[config.mk]
export PLATFORM = sky130hd
export DESIGN_NAME = jesc_classify
export DESIGN_NICKNAME = d
export VERILOG_FILES = /design/src/sv/jesc_pkg.sv /design/src/sv/jesc_classify.sv
export SDC_FILE = /design/constraint.sdc
export NUM_CORES = 1
export LEC_CHECK = 0
export ABC_AREA = 1
export ABC_CLOCK_PERIOD_IN_PS = 2000
export BUFFER_PORTS_ARGS = -buffer_cell sky130_fd_sc_hd__buf_4
export CORE_AREA = 2 2 39 41
export DETAILED_ROUTE_END_ITERATION = 7
export DIE_AREA = 0 0 41 43
export PLACE_DENSITY = 0.51
export SLEW_MARGIN = 5
export SYNTH_ARGS = -nofsm -noshare
export SYNTH_HDL_FRONTEND = slang
export SYNTH_SLANG_ARGS = --single-unit
[constraint.sdc]
create_clock -name vclk -period 2
set_input_delay 0.1 -clock vclk [all_inputs]
set_output_delay 0.1 -clock vclk [all_outputs]
set_load 0.05 [all_outputs]
[src/sv/jesc_pkg.sv]
// Shared types and constants for the JSON escape subset checker.
// Depends on nothing; used by the byte classifier and the top level.

package jesc_pkg;

   localparam int unsigned BYTE_W  = 8;
   localparam int unsigned UNIT_W  = 16;
   localparam int unsigned DIGIT_W = 3;
   localparam int unsigned NIBBLE_W = 4;

   localparam logic [UNIT_W-1:0] HIGH_SURR_LO = 16'hd800;
   localparam logic [UNIT_W-1:0] HIGH_SURR_HI = 16'hdbff;
   localparam logic [UNIT_W-1:0] LOW_SURR_LO  = 16'hdc00;
   localparam logic [UNIT_W-1:0] LOW_SURR_HI  = 16'hdfff;
   localparam logic [UNIT_W-1:0] NUL_UNIT     = 16'h0000;

   localparam logic [DIGIT_W-1:0] UNIT_DIGITS = 3'd4;

   localparam logic [BYTE_W-1:0] CH_QUOTE  = 8'h22;
   localparam logic [BYTE_W-1:0] CH_BSLASH = 8'h5c;
   localparam logic [BYTE_W-1:0] CH_U      = 8'h75;
   localparam logic [BYTE_W-1:0] CH_COLON  = 8'h3a;
   localparam logic [BYTE_W-1:0] CH_SPACE  = 8'h20;
   localparam logic [BYTE_W-1:0] CH_TAB    = 8'h09;
   localparam logic [BYTE_W-1:0] CH_CR     = 8'h0d;
   localparam logic [BYTE_W-1:0] CH_LF     = 8'h0a;

   // Byte classes seen by the scanner
   typedef struct packed {
      logic                is_quote;
      logic                is_bslash;
      logic                is_u;
      logic                is_ws;
      logic                is_colon;
      logic                is_hex;
      logic [NIBBLE_W-1:0] hex_val;
   } byte_class_type;

endpackage

[src/sv/jesc_classify.sv]
// Byte classifier: decodes one text byte into the classes the scanner needs.
// Depends on jesc_pkg.

module jesc_classify
   import jesc_pkg::*;
(
   input  logic [BYTE_W-1:0] text_byte,
   output byte_class_type    byte_class
);

   always_comb begin
      byte_class           = '0;
      byte_class.is_quote  = (text_byte == CH_QUOTE);
      byte_class.is_bslash = (text_byte == CH_BSLASH);
      byte_class.is_u      = (text_byte == CH_U);
      byte_class.is_colon  = (text_byte == CH_COLON);
      byte_class.is_ws     = (text_byte == CH_SPACE) || (text_byte == CH_TAB) ||
                             (text_byte == CH_CR) || (text_byte == CH_LF);
      // '0'..'9', 'a'..'f', 'A'..'F'
      if (text_byte >= 8'h30 && text_byte <= 8'h39) begin
         byte_class.is_hex  = 1'b1;
         byte_class.hex_val = text_byte[NIBBLE_W-1:0];
      end else if (text_byte >= 8'h61 && text_byte <= 8'h66) begin
         byte_class.is_hex  = 1'b1;
         byte_class.hex_val = text_byte[NIBBLE_W-1:0] + 4'd9;
      end else if (text_byte >= 8'h41 && text_byte <= 8'h46) begin
         byte_class.is_hex  = 1'b1;
         byte_class.hex_val = text_byte[NIBBLE_W-1:0] + 4'd9;
      end
   end

endmodule

[Yosys cells after proc, flatten, opt, wreduce, memory -nomap -nowiden]
Index checks and enable logic that the tools add are counted.
Word-level totals
  register bits after elaboration: 0
  input bits: 8
  output and inout bits: 10
  logic and storage cells: 24
Cells by class
  $add $sub $neg: 1
  $lt $le $gt $ge: 6
  eq/ne operators: 8
  muxes and demuxes: 3
  reductions and logical operators: 6
Operators by type and width (count)
  $eq 8x4->1 const B: 3
  $eq 8x6->1 const B: 3
  $eq 8x7->1 const B: 2
  $ge 8x7->1 const B: 2
  $le 8x7->1 const B: 2
  $mux 5: 3
  $ge 8x6->1 const B: 1
  $le 8x6->1 const B: 1
  $add 4x4->4 const B: 1
  $logic_and 1x1->1: 3
  $logic_or 1x1->1: 3

[Longest topological paths before layout]
Gate-level depths: netlist of the first run.
  depth after elaboration: 5
  mapped depth: 8
  gate-level depth less buffers: 8

[Worst setup path before layout of the first run]
No wires, ideal clock.
  kind: input to output
  start point: in text_byte[1]
  end point: out byte_class[0] (netlist bit)
  arrival: 1.696 ns
  data required time: 1.900 ns
  path slack: 0.204 ns
  stages: 6
  buffers on the path: 0
  cell sequence: inv_1 -> ha_1 -> inv_1 -> nand3_1 -> nand3_2 -> o21ai_0
RTL lines
  from (decl): RTL line jesc_classify.sv:7  | input logic [BYTE_W-1:0] text_byte,
  to (decl): RTL line jesc_classify.sv:8  | output byte_class_type byte_class

==> results.rst, run 1 <==
.. list-table::
   :header-rows: 1

   * - Metric
     - Value
   * - Result of the run
     - finished, final reports clean
   * - Total via count in the routed design
     - 375
   * - Final HPWL DP
     - 674 um
   * - Number of setup violations in the final report
     - 0
   * - Total of warnings raised by yosys
     - 0
   * - Post-Synthesis Cells
     - 50
   * - Drt pass-1 iters
     - 2
   * - Most frequently used cell type in the post-synthesis netlist
     - sky130_fd_sc_hd__nand2_1
   * - Sequential cell count
     - 0
   * - Most frequent cells after synthesis
     - 9 x sky130_fd_sc_hd__nand2_1, 7 x sky130_fd_sc_hd__inv_1, 6 x sky130_fd_sc_hd__nand3_1
   * - Top fanout value on the critical path
     - 4
   * - Fraction of final layout cells sized beyond drive strength 1
     - 0.382
   * - Worst Setup Path Type
     - input pin to output pin
   * - Count of different cell masters after synthesis
     - 15
   * - Number of hold buffers added after cts
     - 0
   * - Post-Syn Area
     - 278 um2
   * - Power density over the cells
     - approximately 170 nW/um2
   * - Syn Area/Cell
     - 5.56 um2
   * - Most area-hungry cell type in the Yosys netlist
     - sky130_fd_sc_hd__ha_1
   * - Synth-to-layout area growth
     - 55.9%
   * - Worst Max-Slew Pin Slew
     - 0.178 ns
   * - Starting DRC count in detailed routing
     - 3
   * - Worst endpoint required time
     - about 1.9 ns
   * - Worst vdd ir
     - approximately 47 uV
   * - Critical path endpoint category
     - output pin
   * - Diode insertion count for antenna repair
     - 0
   * - Syn Nets
     - 62
   * - Starting utilization of the core area
     - 0.201
   * - Vias in the first global route
     - ~330
   * - X dimension of the die
     - 41 um
   * - Average vias per placed instance
     - 4.46
   * - Row count
     - 14
   * - Antenna-violating nets left
     - 0
   * - Top cells by area, synth
     - sky130_fd_sc_hd__ha_1 18%, sky130_fd_sc_hd__nand2_1 12%, sky130_fd_sc_hd__nand3_1 11%, sky130_fd_sc_hd__inv_1 9.5%, sky130_fd_sc_hd__nand3_2 7.2%
   * - Final critical delay including setup and external delays
     - 1.31 ns
   * - Worst slew slack as a fraction of its limit
     - 0.880
   * - Area enclosed by the die boundary
     - 1760 um2
   * - Post-route DRC violation count
     - 0
   * - Global-route wire length before repair
     - approximately 1300 um
   * - Ports placed on the boundary
     - 18
   * - Area of all sequential standard cells
     - 0 um2
   * - Total leakage power
     - approximately 0.23 nW
   * - RSZ-0062 raised after global routing
     - no
   * - Sum of routed wire length over all layers
     - 771 um
   * - Net total in the final layout
     - 82
   * - Core region area
     - 1380 um2
   * - Total GRT Usage
     - 0.0929
   * - WL/cell
     - 9.18 um
   * - Die Y
     - 43 um
   * - Worst setup margin
     - 0.693 ns
   * - Arrival time reported for the critical path endpoint
     - between 1 and 1.5 ns
   * - Total of cells resized after clock tree synthesis
     - 0
   * - Placement-stage worst setup slack
     - 0.690 ns
   * - Post-synth top area share
     - 0.180
   * - Tcrit/Tclk final
     - 0.654
   * - Final-layout setup total negative slack
     - 0 ns
   * - Fmax achieved
     - about 0.76 GHz
   * - Crit path launch type
     - input pin
   * - Number of antenna violations at the first check in global routing
     - 0
   * - Pins Over Slew Limit
     - 0
   * - Portion of the post-synthesis area used by sequential elements
     - 0
   * - Number of hold-slack violations in the final timing report
     - 0
   * - Pin count of the biggest net entering global routing
     - 8
   * - Aggregate global routing overflow
     - 0
   * - Worst min-delay path class
     - input pin to output pin
   * - Clk_buf instances
     - 0
   * - GPL Wtd Cong
     - 0.660
   * - PortBufs
     - 18
   * - Max cap viols
     - 0
   * - Post-CTS repair timing setup buffer count
     - 0
routing by layer:
metal | track usage | vias to the layer above | share of wire
met5 | 0 | - | 0
met4 | 0 | 0 | 0
met3 | 0 | 0 | 0.083
met2 | 0.169 | 11 | 0.47
met1 | 0.123 | 160 | 0.45
li1 | - | 204 | -
per-stage QoR:
stage | power [mW] | util | hold WS (ns) | cell area (um2) | std cells
6_report | 0.0724 | 0.313 | 0.521 | 433 | 84
5_1_grt | 0.0810 | 0.313 | 0.532 | 433 | 84
4_1_cts | 0.0732 | 0.313 | 0.522 | 433 | 84
3_5_place_dp | 0.0729 | 0.313 | 0.521 | 433 | 84
3_3_place_gp | 0.0731 | 0.313 | 0.520 | 433 | 84
2_1_floorplan | 0.0429 | - | 0.380 | 278 | 50
path summary, 6_finish.rpt:
path              cells after the start  slack (ns)       endpoint         start
setup / recovery                     10        0.69  byte_class[2]  text_byte[1]
hold / removal                        3        0.52  byte_class[8]  text_byte[5]
power by group:
part	switching, mW	internal [mW]
clock network	0	0
logic	0.0458	0.0266
registers	0	0
cell type report:
class	count	area (um2)
multi-input combinational	41	244
inverter	9	33.8
tap	16	20.0
fill	170	951
timing repair buffer	18	135
logic make-up (layout without fill, tap and decap cells):
| group | Yosys count | after routing | synth area share |
|---|---|---|---|
| AO/OA/AOI/OAI | 5 | 5 | 0.0946 |
| adder cells (fa/ha/maj) | 4 | 4 | 0.180 |
| buffers and inverters | 9 | 27 | 0.122 |
| AND/OR/NAND/NOR | 32 | 32 | 0.604 |
critical path, stage by stage:
cell and delay, ns:
sky130_fd_sc_hd__buf_4 0.12, sky130_fd_sc_hd__inv_1 0.09, sky130_fd_sc_hd__ha_1 0.21, sky130_fd_sc_hd__inv_1 0.07, sky130_fd_sc_hd__nand3_1 0.09, sky130_fd_sc_hd__nand3_2 0.12
sky130_fd_sc_hd__nand2_2 0.08, sky130_fd_sc_hd__nand2_1 0.05, sky130_fd_sc_hd__nor2_1 0.08, sky130_fd_sc_hd__buf_4 0.20
placed cells by master, fill, tap and decap left out:
| master | count |
|---|---|
| sky130_fd_sc_hd__inv_1 | 7 |
| sky130_fd_sc_hd__o22ai_1 | 1 |
| sky130_fd_sc_hd__o21ai_0 | 3 |
| sky130_fd_sc_hd__nand3_1 | 6 |
| sky130_fd_sc_hd__nor2_1 | 4 |
| sky130_fd_sc_hd__a21oi_1 | 1 |
| sky130_fd_sc_hd__nand2_4 | 1 |
| sky130_fd_sc_hd__nand4_1 | 3 |
| sky130_fd_sc_hd__ha_1 | 4 |
| sky130_fd_sc_hd__buf_4 | 18 |
| sky130_fd_sc_hd__nand3_2 | 2 |
| sky130_fd_sc_hd__nor3_1 | 4 |
| sky130_fd_sc_hd__nor2_2 | 1 |
| sky130_fd_sc_hd__inv_2 | 2 |
| sky130_fd_sc_hd__nand2_1 | 9 |
| sky130_fd_sc_hd__nand2_2 | 2 |
Power figures use the tool's default switching activity.
==> run 2, diff against run 1 <==
Settings changed: ABC_CLOCK_PERIOD_IN_PS 2000 to 1180, PLACE_DENSITY 0.51 to 0.53.
Clock period 2 ns to 1.18 ns, I/O delays scaled along.
==> results.rst, run 2 (synthesized netlist as in run 1, its figures left out) <==
.. list-table::
   :header-rows: 1

   * - Metric
     - Value
   * - Aggregate global routing overflow
     - 0 (unchanged)
   * - Number of hold buffers added after cts
     - 0 (unchanged)
   * - Number of antenna violations at the first check in global routing
     - 0 (unchanged)
   * - Total GRT Usage
     - 0.102 (+0.00899)
   * - Post-route DRC violation count
     - 0 (unchanged)
   * - X dimension of the die
     - 41 um (unchanged)
   * - Fraction of final layout cells sized beyond drive strength 1
     - 0.700 (+0.318)
   * - Ports placed on the boundary
     - 18 (unchanged)
   * - Top fanout value on the critical path
     - 4 (unchanged)
   * - Power density over the cells
     - 290 nW/um2 (+73%)
   * - Global-route wire length before repair
     - 1370 um (+8.2%)
   * - Clk_buf instances
     - 0 (unchanged)
   * - Starting DRC count in detailed routing
     - 2 (-1)
   * - Sequential cell count
     - 0 (unchanged)
   * - Post-place instance area
     - 571 um2 (+32%)
   * - Worst vdd ir
     - 107 uV (+130%)
   * - Core region area
     - 1380 um2 (unchanged)
   * - Pins Over Slew Limit
     - 0 (unchanged)
   * - Number of setup violations in the final report
     - 0 (unchanged)
   * - Starting utilization of the core area
     - 0.201 (unchanged)
   * - Crit path launch type
     - input pin
   * - Diode insertion count for antenna repair
     - 0 (unchanged)
   * - Max cap viols
     - 0 (unchanged)
   * - Synth-to-layout area growth
     - 127%
   * - Tcrit/Tclk final
     - 0.944
   * - Min-Delay Path Depth
     - 3 (unchanged)
   * - GPL Wtd Cong
     - 0.671 (+1.8%)
   * - Pin count of the biggest net entering global routing
     - 8 (unchanged)
   * - Die Y
     - 43 um (unchanged)
   * - Number of hold-slack violations in the final timing report
     - 0 (unchanged)
   * - Critical path endpoint category
     - output pin
   * - Worst Setup Path Type
     - input pin to output pin
   * - Average vias per placed instance
     - 4.49 (+0.57%)
   * - Final HPWL DP
     - 737 um (+9.4%)
   * - Final Core Density
     - 0.455 (+0.142)
   * - Vias in the first global route
     - 359 (+9.8%)
   * - Final critical delay including setup and external delays
     - 1.11 ns
   * - Net total in the final layout
     - 94 (+15%)
   * - Cell count after placement
     - 96 (+14%)
   * - Antenna-violating nets left
     - 0 (unchanged)
   * - Worst Max-Slew Pin Slew
     - 0.161 ns (-0.0178 ns)
   * - Most common cell after layout, fill and taps aside
     - sky130_fd_sc_hd__buf_4
   * - Count of placed standard cells in the final layout, fillers left out
     - 96 (+14%)
   * - Worst endpoint required time
     - 1.12 ns (-0.78 ns)
   * - Result of the run
     - finished, final reports clean
   * - Drt pass-1 iters
     - 4 (+2)
   * - PortBufs
     - 18 (unchanged)
   * - Number of filler instances in the final layout
     - 153 (-10%)
   * - Total leakage power
     - 0.301 nW (+28%)
   * - Leading cell types in the layout, fill and taps excluded
     - 27 x sky130_fd_sc_hd__buf_4, 8 x sky130_fd_sc_hd__nand2_1, 5 x sky130_fd_sc_hd__inv_1
   * - Worst min-delay path class
     - input pin to output pin
   * - Area enclosed by the die boundary
     - 1760 um2 (unchanged)
   * - Worst slew slack as a fraction of its limit
     - 0.893 (+0.0127)
   * - Area of the multi-input gates
     - 337 um2 (+38%)
   * - Total via count in the routed design
     - 431 (+15%)
   * - Sum of routed wire length over all layers
     - 893 um (+16%)
   * - Area of all sequential standard cells
     - 0 um2 (unchanged)
   * - Worst Hold Slack
     - 0.434 ns (-0.0872 ns)
   * - Fmax achieved
     - about 0.90 GHz
   * - Arrival time reported for the critical path endpoint
     - 1.06 ns (-0.15 ns)
   * - WL/cell
     - 9.30 um (+1.3%)
   * - Post-CTS repair timing setup buffer count
     - 0 (unchanged)
   * - Post-route cell area
     - 629 um2 (+45%)
   * - Row count
     - 14 (unchanged)
## run 2: cell count changes in the layout (fill, tap and decap cells not counted), sizes merged
cell  previous run  this run
buf             18        30
## run 2: worst paths after layout
path | start | to | slack [ns]
min | text_byte[5] | byte_class[8] | 0.43
max | text_byte[1] | byte_class[2] | 0.07
## run 2: repair_timing
action	in CTS	in global routing
pin swaps	0	3
gates cloned	0	0
endpoints found under the setup margin	3	3
gates resized for setup	5	11
## run 2: final cells by class
class	count	share of cell area
multi-input cells	41	0.535
repair buffers	30	0.376
inverters	9	0.0577
well taps	16	0.0318
## run 2: worst max-delay path: stages
cell and delay, ns:
sky130_fd_sc_hd__buf_4 0.12, sky130_fd_sc_hd__inv_4 0.07, sky130_fd_sc_hd__ha_4 0.14, sky130_fd_sc_hd__inv_1 0.05, sky130_fd_sc_hd__nand3_1 0.07, sky130_fd_sc_hd__nand3_2 0.13
sky130_fd_sc_hd__nand2_4 0.09, sky130_fd_sc_hd__nand2_2 0.06, sky130_fd_sc_hd__nor2_4 0.10, sky130_fd_sc_hd__buf_6 0.15
## run 2: where the power goes
group / switching [mW] / internal (mW)
sequential: 0 / 0
clock: 0 / 0
combinational: 0.101 / 0.0809
total: 0.101 / 0.0809
## run 2: stage by stage
stage | TNS [ns] | worst slack (ns) | power, mW
global route | -0.00824 | -0.00824 | 0.199
finish | 0 | 0.0656 | 0.182
global placement | -0.0519 | -0.0281 | 0.165
detailed placement | -0.159 | -0.0781 | 0.164
CTS | 0 | 0.00911 | 0.171
floorplan | -0.229 | -0.203 | 0.0832
## run 2: routing by layer
layer | GRT usage | part of all wire | vias up
met5 | 0 | 0 | -
met4 | 0 | 0 | 0
met3 | 0 | 0.054 | 0
met2 | 0.191 | 0.53 | 11
met1 | 0.130 | 0.41 | 192
li1 | - | - | 228
